### src/hw/rtl/dzcf_pkg.sv
package dzcf_pkg;

    localparam int COUNT_WIDTH   = 24;
    localparam int FRACTION_BITS = 8;

    localparam int SAMPLE_W = 16;
    localparam int RATE_W   = 18;
    localparam int THRESH_W = 15;
    localparam int FREQ_W   = 26;

    // dividend is the rate scaled up by the fraction bits
    localparam int NUM_W  = RATE_W + FRACTION_BITS;
    localparam int WIDE_W = (NUM_W > FREQ_W) ? NUM_W : FREQ_W;
    localparam int STEP_W = $clog2(NUM_W) + 1;

    localparam logic [FREQ_W-1:0]   FREQ_MAX     = '1;
    localparam logic [RATE_W-1:0]   RATE_RESET   = RATE_W'(48000);
    localparam logic [THRESH_W-1:0] THRESH_RESET = THRESH_W'(5000);

    localparam int CFG_INDEX_W = 2;
    localparam int CFG_DATA_W  = RATE_W;

    localparam logic [CFG_INDEX_W-1:0] REG_SAMPLE_RATE     = CFG_INDEX_W'(0);
    localparam logic [CFG_INDEX_W-1:0] REG_NOISE_THRESHOLD = CFG_INDEX_W'(1);

    localparam int QUEUE_DEPTH = 4;
    localparam int QUEUE_PTR_W = $clog2(QUEUE_DEPTH);

    typedef struct packed {
        logic                   measure;
        logic [COUNT_WIDTH-1:0] period;
    } cmd_t;

    typedef struct packed {
        logic dividing;
    } back_status_t;

endpackage

### src/hw/rtl/dzcf_if.sv
interface sample_if;
    import dzcf_pkg::*;

    logic                       valid;
    logic                       ready;
    logic signed [SAMPLE_W-1:0] sample;

    modport source (output valid, output sample, input ready);
    modport sink   (input valid, input sample, output ready);
endinterface

interface result_if;
    import dzcf_pkg::*;

    logic              valid;
    logic              ready;
    logic [FREQ_W-1:0] frequency_q8;
    logic              new_measurement;

    modport source (output valid, output frequency_q8, output new_measurement, input ready);
    modport sink   (input valid, input frequency_q8, input new_measurement, output ready);
endinterface

interface cfg_if;
    import dzcf_pkg::*;

    logic                   valid;
    logic                   ready;
    logic [CFG_INDEX_W-1:0] index;
    logic [CFG_DATA_W-1:0]  data;

    modport source (output valid, output index, output data, input ready);
    modport sink   (input valid, input index, input data, output ready);
endinterface

### src/hw/rtl/dzcf_front.sv
module dzcf_front (
    input  logic                             clk,
    input  logic                             rst_n,
    input  logic [dzcf_pkg::THRESH_W-1:0]    threshold,
    sample_if.sink                           samples,
    output logic                             push_valid,
    input  logic                             push_ready,
    output dzcf_pkg::cmd_t                   push_cmd
);
    import dzcf_pkg::*;

    logic                   last_neg_reg, last_neg_next;
    logic                   seen_reg, seen_next;
    logic [COUNT_WIDTH-1:0] count_reg, count_next;

    logic [SAMPLE_W-1:0] raw;
    logic [SAMPLE_W-1:0] mag;
    logic                in_zone;
    logic                f_neg;
    logic                crossing;
    logic                accept;

    always_comb
    begin
        raw     = samples.sample;
        mag     = raw[SAMPLE_W-1] ? (~raw + 1'b1) : raw;
        // nonzero sample below the threshold is zeroed, so it is never negative
        in_zone = (raw != '0) && (mag < {1'b0, threshold});
        f_neg   = raw[SAMPLE_W-1] && !in_zone;
        crossing = last_neg_reg && !f_neg;
    end

    assign accept          = samples.valid && push_ready;
    assign samples.ready   = push_ready;
    assign push_valid      = samples.valid;
    assign push_cmd.measure = crossing && seen_reg && (count_reg != '0);
    assign push_cmd.period  = count_reg;

    always_comb
    begin
        last_neg_next = last_neg_reg;
        seen_next     = seen_reg;
        count_next    = count_reg;
        if (accept)
        begin
            last_neg_next = f_neg;
            if (crossing)
            begin
                seen_next  = 1'b1;
                count_next = COUNT_WIDTH'(1);
            end
            else if (count_reg != '1)
            begin
                count_next = count_reg + 1'b1;
            end
        end
    end

    always_ff @(posedge clk or negedge rst_n)
    begin
        if (!rst_n)
        begin
            last_neg_reg <= 1'b0;
            seen_reg     <= 1'b0;
            count_reg    <= '0;
        end
        else
        begin
            last_neg_reg <= last_neg_next;
            seen_reg     <= seen_next;
            count_reg    <= count_next;
        end
    end

endmodule

### src/hw/rtl/dzcf_queue.sv
module dzcf_queue (
    input  logic           clk,
    input  logic           rst_n,
    input  logic           push_valid,
    output logic           push_ready,
    input  dzcf_pkg::cmd_t push_cmd,
    output logic           pop_valid,
    input  logic           pop_ready,
    output dzcf_pkg::cmd_t pop_cmd
);
    import dzcf_pkg::*;

    cmd_t                   entry_reg [QUEUE_DEPTH];
    logic [QUEUE_PTR_W-1:0] wr_ptr_reg, wr_ptr_next;
    logic [QUEUE_PTR_W-1:0] rd_ptr_reg, rd_ptr_next;
    logic [QUEUE_PTR_W:0]   fill_reg, fill_next;
    logic                   push;
    logic                   pop;

    assign push_ready = (fill_reg != (QUEUE_PTR_W + 1)'(QUEUE_DEPTH));
    assign pop_valid  = (fill_reg != '0);
    assign pop_cmd    = entry_reg[rd_ptr_reg];
    assign push       = push_valid && push_ready;
    assign pop        = pop_valid && pop_ready;

    always_comb
    begin
        wr_ptr_next = push ? wr_ptr_reg + 1'b1 : wr_ptr_reg;
        rd_ptr_next = pop ? rd_ptr_reg + 1'b1 : rd_ptr_reg;
        fill_next   = fill_reg;
        if (push && !pop)
        begin
            fill_next = fill_reg + 1'b1;
        end
        else if (pop && !push)
        begin
            fill_next = fill_reg - 1'b1;
        end
    end

    always_ff @(posedge clk or negedge rst_n)
    begin
        if (!rst_n)
        begin
            wr_ptr_reg <= '0;
            rd_ptr_reg <= '0;
            fill_reg   <= '0;
        end
        else
        begin
            wr_ptr_reg <= wr_ptr_next;
            rd_ptr_reg <= rd_ptr_next;
            fill_reg   <= fill_next;
        end
    end

    always_ff @(posedge clk)
    begin
        if (push)
        begin
            entry_reg[wr_ptr_reg] <= push_cmd;
        end
    end

endmodule

### src/hw/rtl/dzcf_back.sv
module dzcf_back (
    input  logic                         clk,
    input  logic                         rst_n,
    input  logic [dzcf_pkg::RATE_W-1:0]  rate,
    input  logic                         cmd_valid,
    output logic                         cmd_ready,
    input  dzcf_pkg::cmd_t               cmd,
    result_if.source                     results,
    output dzcf_pkg::back_status_t       status
);
    import dzcf_pkg::*;

    typedef enum logic [1:0] {S_IDLE, S_DIV, S_FINISH} state_t;

    state_t                 state_reg, state_next;
    logic                   out_valid_reg, out_valid_next;
    logic [FREQ_W-1:0]      out_freq_reg, out_freq_next;
    logic                   out_new_reg, out_new_next;
    logic [FREQ_W-1:0]      held_reg, held_next;

    logic [NUM_W-1:0]       num_reg, num_next;
    logic [COUNT_WIDTH-1:0] rem_reg, rem_next;
    logic [COUNT_WIDTH-1:0] divisor_reg, divisor_next;
    logic [STEP_W-1:0]      step_reg, step_next;

    logic [COUNT_WIDTH:0]   trial;
    logic                   fits;
    logic [WIDE_W-1:0]      q_wide;
    logic [FREQ_W-1:0]      q_sat;

    assign cmd_ready               = (state_reg == S_IDLE) && (!out_valid_reg || results.ready);
    assign results.valid           = out_valid_reg;
    assign results.frequency_q8    = out_freq_reg;
    assign results.new_measurement = out_new_reg;
    assign status.dividing         = (state_reg != S_IDLE);

    always_comb
    begin
        // restoring division: one quotient bit per cycle, shifted into num_reg
        trial  = {rem_reg, num_reg[NUM_W-1]};
        fits   = (trial >= {1'b0, divisor_reg});
        q_wide = WIDE_W'(num_reg);
        q_sat  = (q_wide > WIDE_W'(FREQ_MAX)) ? FREQ_MAX : FREQ_W'(q_wide);
    end

    always_comb
    begin
        state_next     = state_reg;
        out_valid_next = out_valid_reg;
        out_freq_next  = out_freq_reg;
        out_new_next   = out_new_reg;
        held_next      = held_reg;
        num_next       = num_reg;
        rem_next       = rem_reg;
        divisor_next   = divisor_reg;
        step_next      = step_reg;

        if (out_valid_reg && results.ready)
        begin
            out_valid_next = 1'b0;
        end

        case (state_reg)
            S_IDLE:
            begin
                if (cmd_valid && cmd_ready)
                begin
                    if (cmd.measure)
                    begin
                        state_next   = S_DIV;
                        num_next     = NUM_W'({rate, {FRACTION_BITS{1'b0}}});
                        rem_next     = '0;
                        divisor_next = cmd.period;
                        step_next    = STEP_W'(NUM_W - 1);
                    end
                    else
                    begin
                        out_valid_next = 1'b1;
                        out_freq_next  = held_reg;
                        out_new_next   = 1'b0;
                    end
                end
            end
            S_DIV:
            begin
                rem_next = fits ? COUNT_WIDTH'(trial - {1'b0, divisor_reg})
                                : trial[COUNT_WIDTH-1:0];
                num_next = {num_reg[NUM_W-2:0], fits};
                if (step_reg == '0)
                begin
                    state_next = S_FINISH;
                end
                else
                begin
                    step_next = step_reg - 1'b1;
                end
            end
            S_FINISH:
            begin
                out_valid_next = 1'b1;
                // a zero quotient leaves the held value alone
                if (num_reg != '0)
                begin
                    held_next     = q_sat;
                    out_freq_next = q_sat;
                    out_new_next  = 1'b1;
                end
                else
                begin
                    out_freq_next = held_reg;
                    out_new_next  = 1'b0;
                end
                state_next = S_IDLE;
            end
            default:
            begin
                state_next = S_IDLE;
            end
        endcase
    end

    always_ff @(posedge clk or negedge rst_n)
    begin
        if (!rst_n)
        begin
            state_reg     <= S_IDLE;
            out_valid_reg <= 1'b0;
            out_freq_reg  <= '0;
            out_new_reg   <= 1'b0;
            held_reg      <= '0;
        end
        else
        begin
            state_reg     <= state_next;
            out_valid_reg <= out_valid_next;
            out_freq_reg  <= out_freq_next;
            out_new_reg   <= out_new_next;
            held_reg      <= held_next;
        end
    end

    always_ff @(posedge clk)
    begin
        num_reg     <= num_next;
        rem_reg     <= rem_next;
        divisor_reg <= divisor_next;
        step_reg    <= step_next;
    end

endmodule

### src/hw/rtl/deadzone_zero_crossing_frequency.sv
// Path: a sample's command is registered in the queue, then the back end loads the result
//   register; a sample that completes a measurement first passes through S_DIV and S_FINISH.
// Throughput: one sample per cycle between crossings while the queue has room; a measuring
//   crossing holds the divider (one quotient bit per cycle), a 4-entry queue absorbs input.
// Reset: sample_rate 48000, noise_threshold 5000, counters, flags and held frequency cleared.
module deadzone_zero_crossing_frequency (
    input  logic     clk,
    input  logic     rst_n,
    sample_if.sink   samples,
    result_if.source results,
    cfg_if.sink      cfg
);
    import dzcf_pkg::*;

    logic [RATE_W-1:0]   rate_reg, rate_next;
    logic [THRESH_W-1:0] thresh_reg, thresh_next;

    logic         push_valid;
    logic         push_ready;
    cmd_t         push_cmd;
    logic         cmd_valid;
    logic         cmd_ready;
    cmd_t         cmd;
    back_status_t back_status;

    assign cfg.ready = 1'b1;

    always_comb
    begin
        rate_next   = rate_reg;
        thresh_next = thresh_reg;
        if (cfg.valid && cfg.ready)
        begin
            case (cfg.index)
                REG_SAMPLE_RATE:     rate_next   = cfg.data[RATE_W-1:0];
                REG_NOISE_THRESHOLD: thresh_next = cfg.data[THRESH_W-1:0];
                default:             ;
            endcase
        end
    end

    always_ff @(posedge clk or negedge rst_n)
    begin
        if (!rst_n)
        begin
            rate_reg   <= RATE_RESET;
            thresh_reg <= THRESH_RESET;
        end
        else
        begin
            rate_reg   <= rate_next;
            thresh_reg <= thresh_next;
        end
    end

    dzcf_front u_front (
        .clk        (clk),
        .rst_n      (rst_n),
        .threshold  (thresh_reg),
        .samples    (samples),
        .push_valid (push_valid),
        .push_ready (push_ready),
        .push_cmd   (push_cmd)
    );

    dzcf_queue u_queue (
        .clk        (clk),
        .rst_n      (rst_n),
        .push_valid (push_valid),
        .push_ready (push_ready),
        .push_cmd   (push_cmd),
        .pop_valid  (cmd_valid),
        .pop_ready  (cmd_ready),
        .pop_cmd    (cmd)
    );

    dzcf_back u_back (
        .clk       (clk),
        .rst_n     (rst_n),
        .rate      (rate_reg),
        .cmd_valid (cmd_valid),
        .cmd_ready (cmd_ready),
        .cmd       (cmd),
        .results   (results),
        .status    (back_status)
    );

    a_new_nonzero: assert property (@(posedge clk) disable iff (!rst_n)
        results.valid && results.new_measurement |-> results.frequency_q8 != '0)
        else $error("new measurement with zero frequency");

    a_div_no_result: assert property (@(posedge clk) disable iff (!rst_n)
        back_status.dividing |-> !results.valid)
        else $error("result pending while divider busy");

    a_div_no_pop: assert property (@(posedge clk) disable iff (!rst_n)
        back_status.dividing |-> !(cmd_valid && cmd_ready))
        else $error("command taken while divider busy");

endmodule

### src/flat_wrapper.sv
// flat-port wrapper written by rule: the top's interface ports become plain ports
module deadzone_zero_crossing_frequency_flat import dzcf_pkg::*;
  (clk, rst_n, samples_valid, samples_sample, samples_ready, results_valid, results_frequency_q8, results_new_measurement, results_ready, cfg_valid, cfg_index, cfg_data, cfg_ready);
  sample_if samples_i ();
  result_if results_i ();
  cfg_if cfg_i ();
  input  logic clk;
  input  logic rst_n;
  input wire logic [$bits(samples_i.valid)-1:0] samples_valid;
  input wire logic [$bits(samples_i.sample)-1:0] samples_sample;
  output wire logic [$bits(samples_i.ready)-1:0] samples_ready;
  output wire logic [$bits(results_i.valid)-1:0] results_valid;
  output wire logic [$bits(results_i.frequency_q8)-1:0] results_frequency_q8;
  output wire logic [$bits(results_i.new_measurement)-1:0] results_new_measurement;
  input wire logic [$bits(results_i.ready)-1:0] results_ready;
  input wire logic [$bits(cfg_i.valid)-1:0] cfg_valid;
  input wire logic [$bits(cfg_i.index)-1:0] cfg_index;
  input wire logic [$bits(cfg_i.data)-1:0] cfg_data;
  output wire logic [$bits(cfg_i.ready)-1:0] cfg_ready;
  assign samples_i.valid = samples_valid;
  assign samples_i.sample = samples_sample;
  assign samples_ready = samples_i.ready;
  assign results_valid = results_i.valid;
  assign results_frequency_q8 = results_i.frequency_q8;
  assign results_new_measurement = results_i.new_measurement;
  assign results_i.ready = results_ready;
  assign cfg_i.valid = cfg_valid;
  assign cfg_i.index = cfg_index;
  assign cfg_i.data = cfg_data;
  assign cfg_ready = cfg_i.ready;
  deadzone_zero_crossing_frequency u_core (.clk(clk), .rst_n(rst_n), .samples(samples_i), .results(results_i), .cfg(cfg_i));
endmodule
### config.mk
export PLATFORM = sky130hd
export DESIGN_NAME = deadzone_zero_crossing_frequency_flat
export DESIGN_NICKNAME = d
export VERILOG_FILES = /design/src/hw/rtl/dzcf_pkg.sv /design/src/hw/rtl/dzcf_if.sv /design/src/hw/rtl/dzcf_front.sv /design/src/hw/rtl/dzcf_queue.sv /design/src/hw/rtl/dzcf_back.sv /design/src/hw/rtl/deadzone_zero_crossing_frequency.sv /design/src/flat_wrapper.sv
export SDC_FILE = /design/constraint.sdc
export NUM_CORES = 1
export LEC_CHECK = 0
export ABC_AREA = 1
export BUFFER_PORTS_ARGS = -buffer_cell sky130_fd_sc_hd__buf_2
export CAP_MARGIN = 20
export CORE_AREA = 2 2 167 169
export CTS_CLUSTER_DIAMETER = 80
export CTS_CLUSTER_SIZE = 28
export DETAILED_ROUTE_END_ITERATION = 16
export DIE_AREA = 0 0 169 171
export PLACE_DENSITY = 0.77
export RECOVER_POWER = 50
export SLEW_MARGIN = 15
export SYNTH_ARGS = -nofsm -noshare
export SYNTH_HDL_FRONTEND = slang
export SYNTH_SLANG_ARGS = --single-unit
### constraint.sdc
create_clock -name clk -period 5.16 [get_ports clk]
set_input_delay 0.774 -clock clk [delete_from_list [all_inputs] [get_ports clk]]
set_output_delay 0.774 -clock clk [all_outputs]
set_load 0.01 [all_outputs]
=== Word-level counts from Yosys, hierarchy flattened ===
Memory sizes are Yosys's and may differ from the RTL's.
Index checks and enable logic that the tools add are counted.

* Register bits: 202
* Memory bits (writable): 100
* Bits in latches: 0
* Input bits: 41
* Word-level logic and storage cells: 112
* Memories: 1
* Memory bits (read-only): 0

{| class="wikitable"
|+ Memories
! memory !! words !! bits a word !! rd ports !! clocked after Yosys merged registers in !! wr ports !! RTL line !! text
|-
| u_core.u_queue.entry_reg || 4 || 25 || 1 || 0 || 1 || dzcf_queue.sv:13 || <nowiki>cmd_t entry_reg [QUEUE_DEPTH];</nowiki>
|}

* Add/sub/neg operators: 8
* Bitwise operators: 1
* Reduce and logical (&&, ||, !) cells: 37
* Multiply operators: 0
* Divide/modulo/power cells: 0
* Shifts and indexed selects: 0
* Mux-type cells: 35
* Equality and inequality tests: 10
* Magnitude comparators: 3

{| class="wikitable"
|+ Operators with widths
! cell !! count
|-
| 26-bit two-way mux || 6
|-
| 24-bit two-way mux || 5
|-
| 26-bit case mux with 2 select lines || 2
|-
| 24-bit case mux with 2 select lines || 1
|-
| 26-bit > comparator, second input constant || 1
|-
| 26-bit nonzero test || 1
|-
| 25-bit by 24-bit >= comparator with 1-bit output || 1
|-
| 24-bit by 1-bit adder with 24-bit output, second input constant || 1
|-
| 24-bit != test, second input constant || 1
|-
| 24-bit nonzero test || 1
|-
| 24-bit subtractor || 1
|-
| 6-bit two-way mux || 3
|-
| 16-bit by 1-bit adder with 16-bit output, second input constant || 1
|-
| 16-bit by 15-bit less-than comparator with 1-bit output || 1
|-
| 16-bit two-way mux || 1
|-
| 16-bit NOT || 1
|-
| 16-bit nonzero test || 1
|-
| 6-bit case mux with 2 select lines || 1
|-
| 3-bit AND reduction || 4
|-
| 1-bit logical AND || 11
|-
| 1-bit two-way mux || 8
|-
| 2-bit AND reduction || 4
|-
| 2-bit nonzero test || 4
|-
| 6-bit zero test || 1
|-
| 18 further kinds || 32
|}

=== Longest topological paths before layout ===
Gate-level depths: netlist (run 1).

* Depth after elaboration: 11
* Mapped depth: 19

=== By module ===
A second synthesis (run 1) with hierarchy kept.

* Cells, all modules: 1830
* Area total of the unflattened synthesis: 16161.8 um^2

{| class="wikitable"
|+ Modules (own cells, without submodules)
! module !! cells each !! sequential area each (um^2) !! area an instance (um^2) !! times used
|-
| dzcf_back || 963 || 3803.6 || 7716.2 || 1
|-
| dzcf_queue || 351 || 3178.0 || 4459.3 || 1
|-
| dzcf_front || 368 || 650.6 || 2578.7 || 1
|-
| deadzone_zero_crossing_frequency || 148 || 840.8 || 1407.6 || 1
|}

=== Least setup slack after synthesis (run 1) ===
No wires, ideal clock.

* Path kind: input -> register
* Start point: input port results_ready
* End point: register u_core.u_back.num_reg[0] (enable)
* Data required time: 4.751 ns
* Stages on the path: 6
* Arrival time: 3.432 ns
* Path slack: 1.319 ns
* Library setup time: 0.409 ns
* Cell sequence: nor2_1 -> inv_1 -> o311ai_1 -> nor2_1 -> inv_1 -> nand2_1

* Cells in the longest elaborated chain, start to end: 5

{| class="wikitable"
|+ Ends and longest elaborated chain
! item !! RTL line !! text
|-
| start: declaration || flat_wrapper.sv:15 || <nowiki>input wire logic [$bits(results_i.ready)-1:0] results_ready;</nowiki>
|-
| 1-bit logical OR || dzcf_back.sv:31 || <nowiki>assign cmd_ready = (state_reg == S_IDLE) && (!out_valid_reg || results.ready);</nowiki>
|-
| 1-bit logical AND || dzcf_back.sv:31 ||
|-
| 1-bit logical AND || dzcf_back.sv:66 || <nowiki>if (cmd_valid && cmd_ready)</nowiki>
|-
| 2-bit by 1-bit != test with 1-bit output (no line) || -- ||
|-
| 3-bit AND reduction (no line) || -- ||
|-
| end signal: assignment || dzcf_back.sv:144 || <nowiki>num_reg <= num_next;</nowiki>
|-
| end: declaration || dzcf_back.sv:21 || <nowiki>logic [NUM_W-1:0] num_reg, num_next;</nowiki>
|}

No other way between the ends.
A chain may end at the register's enable or synchronous reset.

==> impl_metrics.tcl, run 1 <==
set metrics [dict create \
    synth.net_count 1630 \
    worst_path_max_delay_cell "clkbuf_1" \
    dr.pass1.iters 5 \
    cts_num_sinks 302 \
    min_path_type "register to register" \
    yosysWarnings 0 \
    grt_max_degree 75 \
    cts-resized-gates 0 \
    r2r_end "u_core.u_back.rem_reg[21]" \
    synth_area_um2 14700 \
    fillers 2324 \
    fp.dieH_um 171 \
    cp_max_fo 74 \
    grt_pass1_wl_um 49400 \
    design_area_um2 15800 \
    syn_avg_cell_area_um2 9.52 \
    yosysTopAreaCell "edfxtp_1" \
    rrSetupSlack_ns 1.61 \
    drive_gt1_share_pct 9.52 \
    synthArstFlopShare_pct 40.4 \
    worst_ir_drop_vdd_v 0.000327 \
    place_area_um2 15300 \
    antenna_found_initial 1 \
    cts_tree "yes" \
    ys_ff_latch 302 \
    synth_edf_count 180 \
    hold_violations 0 \
    cts_setup_buffers 0 \
    switchingPower_uw 3610 \
    relSlewSlack_pct -158 \
    p_clk_share_pct 15.8 \
    synth_area_leaders "edfxtp_1, dfrtp_1, nand2_1" \
    port_buffers 69 \
    crit_type "input port to asynchronous set/reset pin" \
    worst_hold_path.num_cells 2 \
    diodes 0 \
    crit_chain "clkbuf_1 -> buf_4" \
    vias 10600 \
    finalSetupViolations 0 \
    grt_pass1_vias 10000 \
    finalCritPeriodShare_pct 73.5 \
    min_to "u_core.u_front.seen_reg" \
    die_w_um 169 \
    syn_inst 1539 \
    synth_seq_area_share_pct 57.8 \
    fmax_mhz 264 \
    outcome "finished, violations left" \
    drt-total-wl_um 30100 \
    seq_power_share_pct 44.1 \
    cpLargestDelayFamily "buffers and inverters" \
    viasPerCell 5.43 \
    intPower_uw 5450 \
    violations "capacitance limit, slew limit" \
    cpPeakStageDelay_ns 2.68 \
    worst_setup_path_end_kind "asynchronous set/reset pin" \
    dieArea_um2 28900 \
    postRouteAntennaNets 0 \
    arrival_ns 4.38 \
    cts_hold_buf 0 \
    worst-slew-pin-transition_ns 3.87 \
    nets 1678 \
    worst_slack_ns 1.37 \
    p_leak_uw 0.00701 \
    worstRegToRegCells 9 \
    ys_top_cells_by_count "nand2_1, nor2_1, edfxtp_1" \
    critPathLaunchType "input port" \
    period_needed_ns 3.79 \
    core_region_area_um2 27300 \
    place_congestion 0.887 \
    grt_overflow_total 0 \
    track_usage_pct 20.9 \
    rows 61 \
    place_hpwl_um 20600 \
    synth_flop_cell "edfxtp_1" \
    cp.required_ns 5.75 \
    rsz0062_at_grt "false" \
    grt-busiest-layer "met2" \
    wl_per_cell_um 15.5 \
    switching_share_pct 39.9 \
    grt.met1_usage_pct 30.4 \
    crit_buf_inv 2 \
    power_density_nw_per_um2 573 \
    drtIter0Drc 828 \
    maxCapViolations 4 \
    cts_max_level 1 \
    grt_use_met2_pct 34.7 \
    clock_latency_ns 0.51 \
    drcViolationCount 0 \
    num_io_pins 71 \
    largest_register_ff_count 100 \
    hp-start "u_core.u_front.seen_reg" \
    cts-root-buf "clkbuf_16" \
    fin_tns_setup_ns 0 \
    slew_violations 150 \
    ys_types 49 \
    whs_ns 0.466 \
    r2r_start "u_core.u_queue.rd_ptr_reg[1]" \
    synth_top_cell_area_share_pct 36.9 \
    fin_skew_ns 0.0146 \
    clock_path_buffers 3 \
    yosysMostFrequentCell "nand2_1" \
    start_util_pct 53.6 \
    gr-usage-met3_pct 2.36 \
    numCtsBuffers 16 \
    p_comb_share_pct 40.0 \
    clkSlewWorstSetupHoldPaths_ns 0.10 \
    dp_slack_ns 1.34 \
    syn2layout_area_growth_pct 8.10 \
]
## how the worst max path moves through the flow
stage                                  from  slack (ns)                      endpoint  depth (start not counted)
6_report                              rst_n        1.37  u_core.u_front.count_reg[20]                          2
5_1_grt                               rst_n        0.69  u_core.u_front.count_reg[11]                          2
4_1_cts        u_core.u_queue.rd_ptr_reg[1]        1.57     u_core.u_back.rem_reg[21]                          9
3_5_place_dp              samples_sample[0]        1.34   u_core.u_front.count_reg[3]                         18
3_3_place_gp              samples_sample[0]        1.45   u_core.u_front.count_reg[4]                         19
2_1_floorplan                 results_ready        1.32      u_core.u_back.num_reg[0]                          6
## kinds of logic after synthesis
logic type      count (synthesis)  synth area share, %
compound gates                240                 8.85
xor+xnor                       52                 3.11
fa+ha+maj                      50                 4.37
buf+inv                       213                 5.70
flops                         302                 57.8
mux                             4                0.307
other cells                     1               0.0256
simple gates                  677                 19.8
## layout by cell type (no fill, tap or decap), drive strengths merged, types with 14 or more instances in the layout
master,count
ha,48
nand4,14
dfrtp,110
edfxtp,180
xor2,34
xnor2,18
clkbuf,28
a21oi,39
o22ai,25
nor2,187
inv,163
nor3,19
nand3,69
buf,76
nand2,360
o21ai,152
## metrics by stage
step	instances	utilization, %	total power (uW)
5_1_grt	1943	58.0	9790
2_1_floorplan	1539	-	6610
3_5_place_dp	1915	56.1	7660
4_1_cts	1943	58.0	9100
3_3_place_gp	1915	56.1	7540
6_report	1943	58.0	9070
## worst reg2reg max path, delay by kind of cell, from the launching register on
kind	cells	cell delay, ns
buf+inv	5	1.59
flops	1	0.73
simple gates	2	0.58
compound gates	2	0.34
## routing by layer
metal,wire length (um),vias up
met4,429,0
met5,0,-
met3,1340,29
met2,14100,216
met1,14200,5107
li1,-,5207
## layout make-up
cell class / instances / area, um^2 / share of cell area (%)
Tap cell: 346 / 433 / 2.73
Clock inverter: 6 / 96.3 / 0.608
Inverter: 161 / 604 / 3.82
Multi-Input combinational cell: 1024 / 5360 / 33.8
Sequential cell: 302 / 8470 / 53.5
Clock buffer: 22 / 433 / 2.73
Timing Repair Buffer: 82 / 438 / 2.76
## power by group through the flow
stage	logic, uW	clock network, uW	registers [uW]
after floorplan	2640	0	3970
after global placement	3530	0	4010
after detailed placement	3620	0	4040
after CTS	3640	1460	4000
after global routing	4160	1550	4080
final	3630	1430	4000
Note: power is estimated with default switching activity, not from simulation.
==> inputs of run 2 (changes only) <==
- PLACE_DENSITY: 0.77 -> 0.79
- clock period: 5.16 -> 3.35 ns (I/O delays scaled with it)
==> impl_metrics.tcl, run 2 (synthesized netlist as in run 1, its figures left out) <==
set metrics [dict create \
    outcome "finished, violations left" \
    violations "capacitance limit, slew limit" \
    relSlewSlack_pct -76.7 \
    power_density_nw_per_um2 880 \
    rows 61 \
    dieArea_um2 28900 \
    slew_violations 50 \
    rsz0062_at_grt "false" \
    finalCritPeriodShare_pct 85.6 \
    worst-slew-pin-transition_ns 2.65 \
    nets 1688 \
    grt_max_degree 74 \
    final_cell_mix "nand2_1, edfxtp_1, nor2_1" \
    cts-root-buf "clkbuf_16" \
    drt-total-wl_um 30300 \
    fp.dieH_um 171 \
    vias 10600 \
    dr.pass1.iters 5 \
    cp.required_ns 3.61 \
    min_path_type "input port to register" \
    worst_path_max_delay_cell "edfxtp_1" \
    grt_pass1_vias 10100 \
    syn2layout_area_growth_pct 8.47 \
    layout_commonest_cell "nand2_1" \
    cts_setup_buffers 0 \
    whs_ns 0.232 \
    worst_hold_path.num_cells 2 \
    worst_ir_drop_vdd_v 0.000432 \
    fin_skew_ns 0.0279 \
    cts_tree "yes" \
    worst_setup_path_end_kind "register" \
    crit_chain "ha_1 -> a21oi_1 -> nand2_1 -> a21boi_2 -> inv_1 -> nand2_1 -> nand2_1 -> nand3_1 -> nand3_2 -> buf_12 -> nor2_1 -> nor2_1" \
    maxCapViolations 1 \
    grt_overflow_total 0 \
    drive_gt1_share_pct 8.34 \
    postRouteAntennaNets 0 \
    arrival_ns 3.13 \
    hold_violations 0 \
    cpPeakStageDelay_ns 0.42 \
    cts_max_level 1 \
    clock_path_buffers 3 \
    cts_num_sinks 302 \
    cpLargestDelayFamily "simple AND/OR/NAND/NOR gates" \
    core_region_area_um2 27300 \
    start_util_pct 53.6 \
    cp_common_cell "nand2_1" \
    p_leak_uw 0.00695 \
    num_io_pins 71 \
    diodes 0 \
    worstRegToRegCells 12 \
    place_hpwl_um 20500 \
    crit_buf_inv 2 \
    critPathLaunchType "register" \
    finalSetupViolations 0 \
    clock_latency_ns 0.51 \
    wl_per_cell_um 15.5 \
    clkSlewWorstSetupHoldPaths_ns 0.10 \
    grt_pass1_wl_um 49200 \
    die_w_um 169 \
    viasPerCell 5.41 \
    drcViolationCount 0 \
    cp_max_fo 24 \
    numCtsBuffers 16 \
    crit_type "register to register" \
    period_needed_ns 2.87 \
    cts_hold_buf 0 \
    cp.depth 12 \
    place_congestion 0.937 \
    fmax_mhz 349 \
    cts-resized-gates 0 \
    drtIter0Drc 831 \
    largest_register_ff_count 100 \
    port_buffers 69 \
    track_usage_pct 21.0 \
    fin_tns_setup_ns 0 \
    antenna_found_initial 0 \
]
[run 2: cell type report]
cell class                 instances  area (um^2)
clock inverter                     4         77.6
multi-input combinational       1024         5360
sequential                       302         8470
tap                              346          433
clock buffer                      24          452
fill                            2315        11400
timing repair buffer              92          494
inverter                         161          604
[run 2: routing by layer]
metal	track usage (%)	part of all wire [%]
met4	5.43	2.0
met3	2.13	4.4
met1	29.6	46
met2	35.2	48
met5	0	0
[run 2: report_power, final]
group	total [uW]	internal, uW	switching [uW]
Sequential	6120	5560	562
Combinational	5670	1870	3800
Clock	2200	993	1200
[run 2: worst register-to-register path, stage by stage, from the launching register on]
cell      delay (ns)
edfxtp_1        0.42
ha_1            0.38
a21oi_1         0.14
nand2_1         0.17
a21boi_2        0.22
inv_1           0.08
nand2_1         0.06
nand2_1         0.13
nand3_1         0.13
nand3_2         0.39
buf_12          0.33
nor2_1          0.12
nor2_1          0.05
[run 2: final timing paths]
path	from	endpoint	slack [ns]
max	u_core.u_back.rem_reg[1]	u_core.u_back.rem_reg[8]	0.48
min	cfg_data[16]	u_core.rate_reg[16]	0.23
max reg2reg	u_core.u_back.rem_reg[1]	u_core.u_back.rem_reg[8]	0.48
min reg2reg	u_core.u_back.results.frequency_q8[13]	u_core.u_back.results.frequency_q8[13]	0.49
max in group asynchronous	rst_n	u_core.u_back.results.frequency_q8[15]	1.04
min in group asynchronous	rst_n	u_core.u_back.results.frequency_q8[5]	0.82
[run 2: through the flow]
| stage | power (uW) | instances | worst slack [ns] | instance area [um^2] | utilization [%] |
|---|---|---|---|---|---|
| floorplan | 10200 | 1539 | 0.106 | 14700 | - |
| global placement | 11600 | 1925 | 0.297 | 15400 | 56.4 |
| detailed placement | 11800 | 1925 | 0.209 | 15400 | 56.4 |
| CTS | 14100 | 1953 | 0.487 | 15900 | 58.4 |
| global route | 15100 | 1953 | 0.167 | 15900 | 58.2 |
| finish | 14000 | 1953 | 0.482 | 15900 | 58.2 |
==> inputs of run 3 (changes only) <==
- CELL_PAD_IN_SITES_DETAIL_PLACEMENT: default -> 0
- CELL_PAD_IN_SITES_GLOBAL_PLACEMENT: default -> 2
- CORE_AREA: 2 2 167 169 -> 2 2 205 207
- DIE_AREA: 0 0 169 171 -> 0 0 207 209
- PLACE_DENSITY: 0.79 -> 0.81
==> impl_metrics.tcl, run 3 (synthesized netlist as in run 1, its figures left out) <==
set metrics [dict create \
    grt_pass1_wl_um 53200 \
    dieArea_um2 43300 \
    relSlewSlack_pct -27.9 \
    wl_per_cell_um 15.1 \
    syn2layout_area_growth_pct 12.1 \
    finalCritPeriodShare_pct 80.3 \
    cp_common_cell "nand2_1" \
    clkSlewWorstSetupHoldPaths_ns 0.10 \
    postRouteAntennaNets 0 \
    hold_violations 0 \
    dp_slack_ns 0.276 \
    core_region_area_um2 41300 \
    grt_use_met2_pct 24.6 \
    cp_max_fo 24 \
    gr-usage-met3_pct 1.79 \
    arrival_ns 3.13 \
    antenna_found_initial 0 \
    worst-slew-pin-transition_ns 1.92 \
    grt_max_degree 50 \
    diodes 0 \
    grt-busiest-layer "met2" \
    fin_tns_setup_ns 0 \
    rows 75 \
    cts_tree "yes" \
    grt_pass1_vias 10100 \
    fmax_mhz 372 \
    cpPeakStageDelay_ns 0.52 \
    cts-root-buf "clkbuf_16" \
    place_congestion 0.830 \
    slew_violations 49 \
    largest_register_ff_count 100 \
    grt.met1_usage_pct 21.5 \
    power_density_nw_per_um2 889 \
    rsz0062_at_grt "false" \
    layout_commonest_cell "nand2_1" \
    dr.pass1.iters 5 \
    outcome "finished, violations left" \
    drcViolationCount 0 \
    nets 1701 \
    fp.dieH_um 209 \
    start_util_pct 35.5 \
    clock_latency_ns 0.54 \
    drive_gt1_share_pct 9.42 \
    finalSetupViolations 0 \
    die_w_um 207 \
    maxCapViolations 1 \
    place_hpwl_um 23000 \
    drt-total-wl_um 32600 \
    grt_overflow_total 0 \
    final_cell_mix "nand2_1, edfxtp_1, nor2_1" \
    worst_ir_drop_vdd_v 0.000358 \
    port_buffers 69 \
    critPathLaunchType "register" \
    worst_path_max_delay_cell "dfrtp_1" \
    vias 10300 \
    period_needed_ns 2.69 \
    cts_num_sinks 302 \
    viasPerCell 4.75 \
    num_io_pins 71 \
    min_path_type "input port to register" \
    crit_type "register to register" \
    drtIter0Drc 648 \
    fin_skew_ns 0.0202 \
    cp.required_ns 3.79 \
    crit_buf_inv 0 \
    violations "capacitance limit, slew limit" \
    track_usage_pct 15.0 \
    worst_setup_path_end_kind "register" \
    cts_max_level 1 \
    crit_chain "ha_1 -> nand3_1 -> nor3_4 -> nand3b_4 -> nor2_4 -> nand3_2 -> nor2_4 -> nand2_2 -> nand2_4 -> nand2_1 -> nand2_1 -> nand2_1" \
    cpLargestDelayFamily "simple AND/OR/NAND/NOR gates" \
    clock_path_buffers 3 \
    p_leak_uw 0.00709 \
    numCtsBuffers 20 \
    worst_slack_ns 0.659 \
]
run 3: changes by cell type in the layout (fill, tap and decap cells not counted), sizes merged:
cell,previous run,this run
clkinvlp,0,1
inv,163,168
buf,59,64
clkinv,2,4
dlygate4sd3,0,1
clkbuf,57,60
run 3: where the power goes:
group          internal [uW]  switching [uW]
Clock                   1300            1480
Sequential              5560             560
Combinational           1930            3770
Total                   8790            5810
run 3: area by class of cell:
cell class              instances  area (um^2)
clock buffers                  24          547
clock inverters                12          204
fillers                      4164        24900
inverters                     161          604
multi-input cells            1024         5360
flip-flops and latches        302         8470
well taps                     539          674
repair buffers                101          554
run 3: stage by stage:
stage	total power [uW]	instances	util, %	hold slack [ns]	cell area [um^2]
3_5_place_dp	12000	2126	38.1	0.445	15700
3_3_place_gp	11900	2126	38.1	0.444	15700
2_1_floorplan	10200	1539	-	0.207	14700
6_report	14600	2163	39.8	0.198	16400
5_1_grt	15800	2163	39.8	0.178	16400
4_1_cts	14800	2163	39.9	0.169	16500
run 3: per-layer routing:
| layer | wire length, um | up-vias |
|---|---|---|
| met3 | 795 | 25 |
| met1 | 16000 | 4876 |
| met5 | 0 | - |
| met4 | 488 | 0 |
| met2 | 15300 | 107 |
| li1 | - | 5269 |
run 3: worst paths after layout:
kind / start / to / slack, ns / depth (start not counted)
max: u_core.u_front.count_reg[0] / u_core.u_front.count_reg[3] / 0.66 / 12
min: cfg_data[16] / u_core.rate_reg[16] / 0.20 / 2
max reg2reg: u_core.u_front.count_reg[0] / u_core.u_front.count_reg[3] / 0.66 / 12
min reg2reg: u_core.u_front.seen_reg / u_core.u_front.seen_reg / 0.46 / 2
max in group asynchronous: rst_n / u_core.u_queue.fill_reg[2] / 1.11 / 3
min in group asynchronous: rst_n / u_core.u_back.results.frequency_q8[22] / 0.72 / 2
run 3: repair_timing:
action | 4_1_cts | 5_1_grt
endpoints found under the hold margin | 36 | 0
gates resized for setup | 0 | 0
setup buffers | 0 | 0
hold buffers | 1 | 0
